[src/rtl/core/prvs_pkg.sv]
// Shared constants, codes and control types of the page replacement victim selector.
package prvs_pkg;

  localparam int FRAMES    = 64;
  localparam int PAGE_BITS = 20;
  localparam int AGE_BITS  = 8;
  localparam int IDX_W     = $clog2(FRAMES);
  localparam int CNT_W     = IDX_W + 1;

  localparam logic [1:0] CMD_ACCESS = 2'd0;
  localparam logic [1:0] CMD_TICK   = 2'd1;
  localparam logic [1:0] CMD_EVICT  = 2'd2;
  localparam logic [1:0] CMD_LOAD   = 2'd3;

  localparam logic [1:0] MODE_AGING = 2'd0;
  localparam logic [1:0] MODE_NRU   = 2'd1;

  localparam logic [3:0] OP_NONE       = 4'd0;
  localparam logic [3:0] OP_ACCESS     = 4'd1;
  localparam logic [3:0] OP_LOAD       = 4'd2;
  localparam logic [3:0] OP_CLR_REF    = 4'd3;
  localparam logic [3:0] OP_SWEEP_INIT = 4'd4;
  localparam logic [3:0] OP_TICK_STEP  = 4'd5;
  localparam logic [3:0] OP_SCAN_STEP  = 4'd6;
  localparam logic [3:0] OP_VIC        = 4'd7;
  localparam logic [3:0] OP_FIND_STEP  = 4'd8;
  localparam logic [3:0] OP_HEAD_POP   = 4'd9;
  localparam logic [3:0] OP_SH_RD      = 4'd10;
  localparam logic [3:0] OP_SH_WR      = 4'd11;
  localparam logic [3:0] OP_SH_END     = 4'd12;
  localparam logic [3:0] OP_SC_ROT     = 4'd13;
  localparam logic [3:0] OP_SC_TAKE    = 4'd14;

  typedef struct packed {
    logic [3:0] op;
    logic       emit;
    logic       emit_vic;
  } prvs_cmd_t;

  typedef struct packed {
    logic [1:0] cmd;
    logic       any_valid;
    logic       sweep_done;
    logic       find_hit;
    logic       sc_ref;
    logic       pos_zero;
    logic       sh_more;
    logic       out_busy;
  } prvs_stat_t;

endpackage

[src/rtl/core/prvs_ctrl.sv]
// Controller state machine sequencing each command word through the datapath.
module prvs_ctrl (
  input  logic                clk,
  input  logic                rst,
  input  logic [1:0]          mode,
  input  logic                s_tvalid,
  output logic                s_tready,
  input  prvs_pkg::prvs_stat_t stat,
  output prvs_pkg::prvs_cmd_t  cmd
);
  import prvs_pkg::*;

  localparam logic [3:0] S_IDLE   = 4'd0;
  localparam logic [3:0] S_DISP   = 4'd1;
  localparam logic [3:0] S_TICK   = 4'd2;
  localparam logic [3:0] S_SCAN   = 4'd3;
  localparam logic [3:0] S_FIND   = 4'd4;
  localparam logic [3:0] S_SC_RD  = 4'd5;
  localparam logic [3:0] S_SC_CHK = 4'd6;
  localparam logic [3:0] S_SC_VIC = 4'd7;
  localparam logic [3:0] S_RMV    = 4'd8;
  localparam logic [3:0] S_SH_RD  = 4'd9;
  localparam logic [3:0] S_SH_WR  = 4'd10;

  logic [3:0] state, state_next;

  assign s_tready = (state == S_IDLE) && !stat.out_busy;

  always_ff @(posedge clk) begin
    if (rst) state <= S_IDLE;
    else     state <= state_next;
  end

  always_comb begin
    state_next   = state;
    cmd.op       = OP_NONE;
    cmd.emit     = 1'b0;
    cmd.emit_vic = 1'b0;
    case (state)
      S_IDLE: begin
        if (s_tvalid && s_tready) state_next = S_DISP;
      end
      S_DISP: begin
        state_next = S_IDLE;
        case (stat.cmd)
          CMD_ACCESS: begin
            cmd.op   = OP_ACCESS;
            cmd.emit = 1'b1;
          end
          CMD_TICK: begin
            if (mode == MODE_AGING) begin
              cmd.op     = OP_SWEEP_INIT;
              state_next = S_TICK;
            end else begin
              if (mode == MODE_NRU) cmd.op = OP_CLR_REF;
              cmd.emit = 1'b1;
            end
          end
          CMD_EVICT: begin
            if (!stat.any_valid) begin
              cmd.emit = 1'b1;
            end else if (mode == MODE_AGING || mode == MODE_NRU) begin
              cmd.op     = OP_SWEEP_INIT;
              state_next = S_SCAN;
            end else begin
              state_next = S_SC_RD;
            end
          end
          default: begin
            cmd.op   = OP_LOAD;
            cmd.emit = 1'b1;
          end
        endcase
      end
      S_TICK: begin
        if (stat.sweep_done) begin
          cmd.op     = OP_CLR_REF;
          cmd.emit   = 1'b1;
          state_next = S_IDLE;
        end else begin
          cmd.op = OP_TICK_STEP;
        end
      end
      S_SCAN: begin
        if (stat.sweep_done) begin
          cmd.op     = OP_VIC;
          state_next = S_FIND;
        end else begin
          cmd.op = OP_SCAN_STEP;
        end
      end
      S_FIND: begin
        cmd.op = OP_FIND_STEP;
        if (stat.find_hit) state_next = S_RMV;
      end
      S_SC_RD: state_next = S_SC_CHK;
      S_SC_CHK: begin
        if (stat.sc_ref) begin
          cmd.op     = OP_SC_ROT;
          state_next = S_SC_RD;
        end else begin
          cmd.op     = OP_SC_TAKE;
          state_next = S_SC_VIC;
        end
      end
      S_SC_VIC: begin
        cmd.op     = OP_VIC;
        state_next = S_RMV;
      end
      S_RMV: begin
        if (stat.pos_zero) begin
          cmd.op       = OP_HEAD_POP;
          cmd.emit     = 1'b1;
          cmd.emit_vic = 1'b1;
          state_next   = S_IDLE;
        end else if (stat.sh_more) begin
          state_next = S_SH_RD;
        end else begin
          cmd.op       = OP_SH_END;
          cmd.emit     = 1'b1;
          cmd.emit_vic = 1'b1;
          state_next   = S_IDLE;
        end
      end
      S_SH_RD: begin
        cmd.op     = OP_SH_RD;
        state_next = S_SH_WR;
      end
      S_SH_WR: begin
        cmd.op     = OP_SH_WR;
        state_next = S_RMV;
      end
      default: state_next = S_IDLE;
    endcase
  end

endmodule

[src/rtl/core/prvs_dp.sv]
// Datapath: frame table, age and page memories, frame queue and result register.
module prvs_dp (
  input  logic                          clk,
  input  logic                          rst,
  input  logic [1:0]                    mode,
  input  logic                          s_accept,
  input  logic [1:0]                    in_cmd,
  input  logic [prvs_pkg::IDX_W-1:0]    in_frame,
  input  logic                          in_write,
  input  logic [prvs_pkg::PAGE_BITS-1:0] in_tag,
  input  prvs_pkg::prvs_cmd_t           cmd,
  output prvs_pkg::prvs_stat_t          stat,
  input  logic                          m_tready,
  output logic                          m_tvalid,
  output logic                          res_found,
  output logic [prvs_pkg::IDX_W-1:0]    res_frame,
  output logic [prvs_pkg::PAGE_BITS-1:0] res_page
);
  import prvs_pkg::*;

  logic [PAGE_BITS-1:0] page_mem [FRAMES];
  logic [AGE_BITS-1:0]  age_mem  [FRAMES];
  logic [IDX_W-1:0]     fifo_mem [FRAMES];

  logic [FRAMES-1:0]    valid, refb, modb;
  logic [1:0]           cmd_r;
  logic [IDX_W-1:0]     fi_r;
  logic                 wr_r;
  logic [PAGE_BITS-1:0] tag_r;
  logic [IDX_W-1:0]     head;
  logic [CNT_W-1:0]     count;
  logic [CNT_W-1:0]     cnt;
  logic                 d_vld;
  logic [IDX_W-1:0]     d_idx;
  logic                 found_r;
  logic [AGE_BITS-1:0]  best;
  logic [IDX_W-1:0]     vic;
  logic [IDX_W-1:0]     pos;
  logic [AGE_BITS-1:0]  age_q;
  logic [PAGE_BITS-1:0] page_q;
  logic [IDX_W-1:0]     fifo_q;

  logic [IDX_W-1:0]     age_ra, age_wa, fifo_ra, fifo_wa;
  logic [AGE_BITS-1:0]  age_wd, key;
  logic [IDX_W-1:0]     fifo_wd;
  logic                 age_we, fifo_we, cnt_live, hit;
  logic [CNT_W-1:0]     pos_ext;

  assign cnt_live = (cnt < CNT_W'(FRAMES));
  assign key      = (mode == MODE_AGING) ? age_q : AGE_BITS'({refb[d_idx], modb[d_idx]});
  assign hit      = d_vld && (fifo_q == vic);
  assign pos_ext  = {1'b0, pos};

  assign stat.cmd        = cmd_r;
  assign stat.any_valid  = |valid;
  assign stat.sweep_done = !cnt_live && !d_vld;
  assign stat.find_hit   = hit;
  assign stat.sc_ref     = refb[fifo_q];
  assign stat.pos_zero   = (pos == '0);
  assign stat.sh_more    = (pos_ext + CNT_W'(1)) < count;
  assign stat.out_busy   = m_tvalid;

  always_comb begin
    age_ra  = cnt[IDX_W-1:0];
    age_we  = 1'b0;
    age_wa  = d_idx;
    age_wd  = {refb[d_idx], age_q[AGE_BITS-1:1]};
    fifo_ra = head;
    fifo_we = 1'b0;
    fifo_wa = head + count[IDX_W-1:0];
    fifo_wd = fi_r;
    case (cmd.op)
      OP_LOAD: begin
        if (!valid[fi_r]) begin
          age_we  = 1'b1;
          age_wa  = fi_r;
          age_wd  = '0;
          fifo_we = 1'b1;
        end
      end
      OP_TICK_STEP: age_we = d_vld;
      OP_VIC: begin
        age_we = 1'b1;
        age_wa = vic;
        age_wd = '0;
      end
      OP_FIND_STEP: fifo_ra = head + cnt[IDX_W-1:0];
      OP_SH_RD:     fifo_ra = head + pos + IDX_W'(1);
      OP_SH_WR: begin
        fifo_we = 1'b1;
        fifo_wa = head + pos;
        fifo_wd = fifo_q;
      end
      OP_SC_ROT: begin
        fifo_we = 1'b1;
        fifo_wd = fifo_q;
      end
      default: ;
    endcase
  end

  always_ff @(posedge clk) begin
    age_q <= age_mem[age_ra];
    if (age_we) age_mem[age_wa] <= age_wd;
    fifo_q <= fifo_mem[fifo_ra];
    if (fifo_we) fifo_mem[fifo_wa] <= fifo_wd;
    page_q <= page_mem[vic];
    if (cmd.op == OP_LOAD) page_mem[fi_r] <= tag_r;
  end

  always_ff @(posedge clk) begin
    if (s_accept) begin
      cmd_r <= in_cmd;
      fi_r  <= in_frame;
      wr_r  <= in_write;
      tag_r <= in_tag;
    end
    if (cmd.emit) begin
      res_found <= cmd.emit_vic;
      res_frame <= cmd.emit_vic ? vic : '0;
      res_page  <= cmd.emit_vic ? page_q : '0;
    end
    case (cmd.op)
      OP_SWEEP_INIT: begin
        cnt     <= '0;
        found_r <= 1'b0;
      end
      OP_TICK_STEP, OP_SCAN_STEP, OP_FIND_STEP: begin
        d_idx <= cnt[IDX_W-1:0];
        if (cnt_live) cnt <= cnt + CNT_W'(1);
        if (cmd.op == OP_SCAN_STEP && d_vld && valid[d_idx] && (!found_r || key < best)) begin
          found_r <= 1'b1;
          best    <= key;
          vic     <= d_idx;
        end
        if (cmd.op == OP_FIND_STEP && hit) pos <= d_idx;
      end
      OP_VIC: begin
        cnt <= '0;
        pos <= '0;
      end
      OP_SH_WR: pos <= pos + IDX_W'(1);
      OP_SC_TAKE: vic <= fifo_q;
      default: ;
    endcase
  end

  always_ff @(posedge clk) begin
    if (rst) begin
      valid    <= '0;
      refb     <= '0;
      modb     <= '0;
      head     <= '0;
      count    <= '0;
      d_vld    <= 1'b0;
      m_tvalid <= 1'b0;
    end else begin
      if (cmd.emit) m_tvalid <= 1'b1;
      else if (m_tready) m_tvalid <= 1'b0;
      case (cmd.op)
        OP_ACCESS: begin
          if (valid[fi_r]) begin
            refb[fi_r] <= 1'b1;
            if (wr_r) modb[fi_r] <= 1'b1;
          end
        end
        OP_LOAD: begin
          if (!valid[fi_r]) count <= count + CNT_W'(1);
          valid[fi_r] <= 1'b1;
          refb[fi_r]  <= 1'b1;
          modb[fi_r]  <= wr_r;
        end
        OP_CLR_REF:    refb  <= '0;
        OP_SWEEP_INIT: d_vld <= 1'b0;
        OP_TICK_STEP, OP_SCAN_STEP, OP_FIND_STEP: d_vld <= cnt_live;
        OP_VIC: begin
          d_vld      <= 1'b0;
          valid[vic] <= 1'b0;
          refb[vic]  <= 1'b0;
          modb[vic]  <= 1'b0;
        end
        OP_HEAD_POP: begin
          head  <= head + IDX_W'(1);
          count <= count - CNT_W'(1);
        end
        OP_SH_END: count <= count - CNT_W'(1);
        OP_SC_ROT: begin
          refb[fifo_q] <= 1'b0;
          head         <= head + IDX_W'(1);
        end
        default: ;
      endcase
    end
  end

endmodule

[src/rtl/core/page_replacement_victim_selector_core.sv]
// Top level of the page replacement victim selector: ports, policy register, wiring.
//
// Input words arrive on s_tvalid/s_tready with the command in s_tuser and the
// frame index, write flag and page tag in s_tdata. Every input word yields
// exactly one result word on m_tvalid/m_tready: victim flag, frame and page.
// Access, load and a tick outside aging mode are done in the dispatch state,
// which writes the result register; the next word is taken once that result
// has been accepted. A tick in aging mode sweeps the age memory, one frame a
// cycle. An evict in aging or NRU mode scans all frames, then searches the
// frame queue one slot a cycle with registered read data and closes the gap
// through a read state and a write state per moved entry; a victim at the
// queue head is popped without moving entries. Second chance inspects queue
// entries from the head through a read state and a check state. The queue
// memory reads one slot a cycle with registered data. A new word is taken
// only when the block is idle and the result register is empty; a stalled
// receiver therefore holds the input side. Reset empties the frame table and
// queue and sets the policy to aging; no clearing pass is needed. The policy
// register answers at APB addresses 0 to 3, decoded from paddr[2] alone.
module page_replacement_victim_selector_core (
  input  logic        clk,
  input  logic        rst,
  input  logic        s_tvalid,
  output logic        s_tready,
  input  logic [31:0] s_tdata,   // [5:0] frame_index, [6] is_write, [26:7] page_tag
  input  logic [1:0]  s_tuser,   // [1:0] command
  output logic        m_tvalid,
  input  logic        m_tready,
  output logic [31:0] m_tdata,   // [0] victim_found, [6:1] victim_frame, [26:7] victim_page
  input  logic        psel,
  input  logic        penable,
  input  logic        pwrite,
  input  logic [2:0]  paddr,
  input  logic [31:0] pwdata,
  output logic [31:0] prdata,
  output logic        pready
);
  import prvs_pkg::*;

  prvs_cmd_t            cmd;
  prvs_stat_t           stat;
  logic [1:0]           policy_mode;
  logic                 res_found;
  logic [IDX_W-1:0]     res_frame;
  logic [PAGE_BITS-1:0] res_page;

  assign pready = 1'b1;
  assign prdata = (paddr[2] == 1'b0) ? {30'd0, policy_mode} : 32'd0;

  always_ff @(posedge clk) begin
    if (rst) begin
      policy_mode <= MODE_AGING;
    end else if (psel && penable && pwrite && pready && paddr[2] == 1'b0) begin
      policy_mode <= pwdata[1:0];
    end
  end

  assign m_tdata = {5'd0, res_page, res_frame, res_found};

  prvs_ctrl u_ctrl (
    .clk      (clk),
    .rst      (rst),
    .mode     (policy_mode),
    .s_tvalid (s_tvalid),
    .s_tready (s_tready),
    .stat     (stat),
    .cmd      (cmd)
  );

  prvs_dp u_dp (
    .clk       (clk),
    .rst       (rst),
    .mode      (policy_mode),
    .s_accept  (s_tvalid && s_tready),
    .in_cmd    (s_tuser),
    .in_frame  (s_tdata[5:0]),
    .in_write  (s_tdata[6]),
    .in_tag    (s_tdata[26:7]),
    .cmd       (cmd),
    .stat      (stat),
    .m_tready  (m_tready),
    .m_tvalid  (m_tvalid),
    .res_found (res_found),
    .res_frame (res_frame),
    .res_page  (res_page)
  );

endmodule

[config.mk]
export PLATFORM = sky130hd
export DESIGN_NAME = page_replacement_victim_selector_core
export DESIGN_NICKNAME = d
export VERILOG_FILES = /design/src/rtl/core/prvs_pkg.sv /design/src/rtl/core/prvs_ctrl.sv /design/src/rtl/core/prvs_dp.sv /design/src/rtl/core/page_replacement_victim_selector_core.sv
export SDC_FILE = /design/constraint.sdc
export NUM_CORES = 2
export LEC_CHECK = 0
export ABC_AREA = 1
export BUFFER_PORTS_ARGS = -buffer_cell sky130_fd_sc_hd__buf_2
export CORE_MARGIN = 1
export CORE_UTILIZATION = 35
export DETAILED_ROUTE_END_ITERATION = 12
export PLACE_DENSITY = 0.53
export SYNTH_ARGS = -nofsm -noshare
export SYNTH_HDL_FRONTEND = slang
export SYNTH_SLANG_ARGS = --single-unit
[constraint.sdc]
create_clock -name clk -period 5.5 [get_ports clk]
set_clock_uncertainty 0.15 [all_clocks]
set_input_delay 0.275 -clock clk [delete_from_list [all_inputs] [get_ports clk]]
set_output_delay 0.275 -clock clk [all_outputs]
set_load 0.03 [all_outputs]
==> impl_metrics.py <==
metrics = {
    "drt": {
        "viasPerCell": 5.588,
        "initialDrtViolationCount": 9134,
        "wl_per_cell_um": 26.07,
        "postRouteAntennaNets": 0,
        "wirelength_um": 349200,
        "dr.pass1.iters": 9,
        "drc": 0,
        "vias": 74860,
    },
    "grt": {
        "track_usage_pct": 22.37,
        "grt_start_max_net_pins": 211,
        "grt_pass1_vias": 72360,
        "grt_first_pass_wirelength_um": 500700,
        "antenna_found_initial": 10,
        "grt_overflow": 0,
    },
    "power_and_ir_drop": {
        "power.leakage_uw": 0.03989,
        "ir_worst_vdd_mv": 0.2754,
        "p_per_area_nw_per_um2": 348.5,
    },
    "clocking": {
        "root_buffer": "clkbuf_16",
        "clk_latency_ns": 0.91,
        "clk_pin_slew_ns": 0.06,
        "cts_resized": 0,
        "clock_path_buffers": 4,
        "cts_sinks": 2513,
        "cts_tree": "yes",
        "numCtsBuffers": 280,
        "post-cts-setup-buffers": 0,
        "cts_max_level": 5,
    },
    "setup_path": {
        "worstReg2RegStart": "u_dp.pos[0]$_DFFE_PP_",
        "required_ns": 6.14,
        "setup.worst_path.end_class": "register",
        "arrival_ns": 5.59,
        "reg2reg_to": "u_dp.modb[61]$_SDFFE_PP0P_",
        "crit_buf_inv": 6,
        "critical_path_class": "register to register",
        "path_delay_family": "buffers and inverters",
        "cp_common_cell": "nand2_1",
        "worstRegToRegCells": 21,
        "cp-start-kind": "register",
        "cp_max_fo": 47,
        "crit_chain": "ha_1 > nand2_1 > inv_1 > nand2_1 > xor2_1 > inv_1 > ha_1 > a21oi_1 > o21a_1 > nand2_1 > a31oi_1 > a21oi_2 > nand3_4 > nand2_4 > inv_4 > buf_4 > nand2_2 > inv_2 > buf_12 > nand2_1 > a21oi_1",
        "r2r_slack_ns": 0.54,
        "crit_slowest_cell": "buf_4",
        "cpPeakStageDelay_ns": 0.68,
    },
    "yosys": {
        "synthArstFlopShare_pct": 0,
        "syn_inst": 9000,
        "synth_warnings": 0,
        "ys_seq_elements": 2513,
        "seq_area_frac_synth_pct": 69.04,
        "avgSynthCellArea_um2": 11.75,
        "synth_cell_type_count": 62,
        "syn_area_um2": 105700,
        "synth-edff-count": 2266,
        "synth_flop_cell": "edfxtp_1",
    },
    "timing": {
        "drv_slew": 0,
        "worst_slew_pin_slew_ns": 1.276,
        "rsz0062_at_grt": "no",
        "slew_headroom_pct": 14.87,
        "min_period_ns": 4.957,
        "final_hold_viol_count": 0,
        "setup_ws_ns": 0.5427,
        "fmax_mhz": 201.7,
        "setup_violations": 0,
        "finalCritPeriodShare_pct": 90.13,
        "finalSetupTns_ns": 0,
    },
    "hold_path": {
        "hp-class": "input port to register",
        "holdPathEnd": "u_dp.fi_r[2]$_DFFE_PP_",
        "hp-start": "s_tdata[2]",
        "min_path_cells": 2,
    },
    "flow_run": {
        "max-cap-violations": 0,
    },
    "outcome": {
        "outcome": "completed",
    },
    "final_layout": {
        "stdcell_area_um2": 121600,
        "drive_gt1_share_pct": 12.82,
        "postLayoutCoreUtil_pct": 40.53,
        "area_growth_syn_to_layout_pct": 15.03,
        "most-common-layout-cells": "2266 x edfxtp_1, 1315 x nand2_1, 984 x nor2_1",
        "instances_no_fill": 13400,
        "final_common_cell": "edfxtp_1",
        "nets": 9345,
    },
    "floorplanning": {
        "die-area_um2": 304200,
        "rows": 201,
        "start_util_pct": 35.24,
        "core_area_um2": 300000,
        "die_y_um": 551.6,
        "die_w_um": 551.6,
        "io-pin-count": 143,
    },
    "placed_design": {
        "dp.cells": 12840,
        "dpl_cell_area_um2": 112100,
        "pre_cts_slack_ns": 0.5953,
        "gp_routability_congestion": 0.9334,
        "io_buffers": 69,
        "hpwl_um": 203700,
    },
}
-- worst max path at each step --
| stage | to | startpoint | cells past startpoint |
|---|---|---|---|
| 3_5_place_dp | u_dp.age_mem[39][0]$_DFFE_PP_ | u_dp.pos[0]$_DFFE_PP_ | 19 |
| 6_report | u_dp.modb[61]$_SDFFE_PP0P_ | u_dp.pos[0]$_DFFE_PP_ | 21 |
| 2_1_floorplan | u_dp.fifo_mem[0][0]$_DFFE_PP_ | u_dp.fifo_q[3]$_DFF_P_ | 10 |
| 3_3_place_gp | u_dp.age_mem[38][0]$_DFFE_PP_ | u_dp.pos[0]$_DFFE_PP_ | 19 |
| 4_1_cts | u_dp.age_mem[47][0]$_DFFE_PP_ | u_dp.pos[0]$_DFFE_PP_ | 19 |
| 5_1_grt | u_dp.age_mem[47][0]$_DFFE_PP_ | u_dp.pos[0]$_DFFE_PP_ | 19 |
-- sequential cells by signal (all words and copies together), names as in the netlist, 8 cells and up --
register and cells:
u_dp.page_mem 1280, u_dp.age_mem 512, u_dp.fifo_mem 384, u_dp.modb 64, u_dp.refb 64, u_dp.valid 64
u_dp.page_q 20, u_dp.res_page 20, u_dp.tag_r 20, u_dp.age_q 8, u_dp.best 8
-- repair_timing --
item	4_1_cts	5_1_grt
hold buffers	57	0
setup endpoints to repair	0	0
endpoints found under the hold margin	75	0
-- cell usage after synthesis, types with 4 or more instances --
cell type  count  area, um2
a21oi_1      268       1341
a221o_1        4      40.04
a221oi_1     162       1419
a22o_1       150       1314
a22oi_1      190       1426
a31oi_1       13      81.33
buf_1         33      123.9
buf_2         79      395.4
buf_4         57      427.9
buf_6          8      90.09
clkbuf_1     412       1546
clkinv_1       6      22.52
dfxtp_1      247       4945
edfxtp_1    2266      68050
fa_1           4      80.08
ha_1          42      525.5
inv_1        407       1528
inv_2         22      82.58
nand2_1     1318       4947
nand2_2        7      43.79
nand2_4        9      101.4
nand3_1      530       2653
nand3_2       10      100.1
nand3_4        9      157.7
nand3b_1       9      67.56
nand4_1      221       1383
nand4_4        5      106.4
nor2_1      1061       3983
nor2_2        17      106.4
nor2_4         6      67.56
nor3_1        43      215.2
nor3_2         7      70.07
o211ai_1     225       1689
o21ai_0      745       3729
o21ai_1       13      65.06
o21bai_1      21      157.7
o221ai_1      51      446.7
o22ai_1      103      644.4
or2_2        160       1001
xnor2_1        7      61.31
xor2_1        16      140.1
-- layout make-up --
class	instances	area, um2
Multi-Input combinational cell	5494	29080
Tap cell	3958	4952
Clock inverter	139	1403
Timing Repair Buffer	496	4038
Clock buffer	357	7480
Antenna cell	1	2.502
Fill cell	28230	178400
Inverter	438	1659
Sequential cell	2513	72990
-- metrics by stage --
| step | hold slack [ns] | total power (uW) |
|---|---|---|
| detailed placement | 0.3031 | 24460 |
| floorplan | 0.2239 | 23290 |
| global placement | 0.3052 | 24410 |
| finish | 0.06554 | 42380 |
| CTS | 0.02241 | 42680 |
| global route | 0.03258 | 43570 |
-- layer usage --
metal / part of all wire (%) / wire length (um) / GRT usage (%)
met1: 41 / 144500 / 29.93
met2: 47 / 163000 / 36.39
met3: 7.6 / 26650 / 3.389
met4: 4.3 / 14930 / 9.061
met5: 0.0077 / 27 / 0
-- where the power goes --
| part | switching (uW) | internal [uW] |
|---|---|---|
| clock | 7820 | 10500 |
| combinational | 2130 | 517 |
| sequential | 101 | 21300 |
-- cells by family after synthesis --
| family | share of synthesized area, % |
|---|---|
| simple gates | 14.34 |
| xor+xnor | 0.1905 |
| compound gates | 11.84 |
| buf+inv | 4.006 |
| flops | 69.04 |
| fa+ha+maj | 0.5728 |
| other cells | 0.007104 |
(Power assumes the default switching activity.)
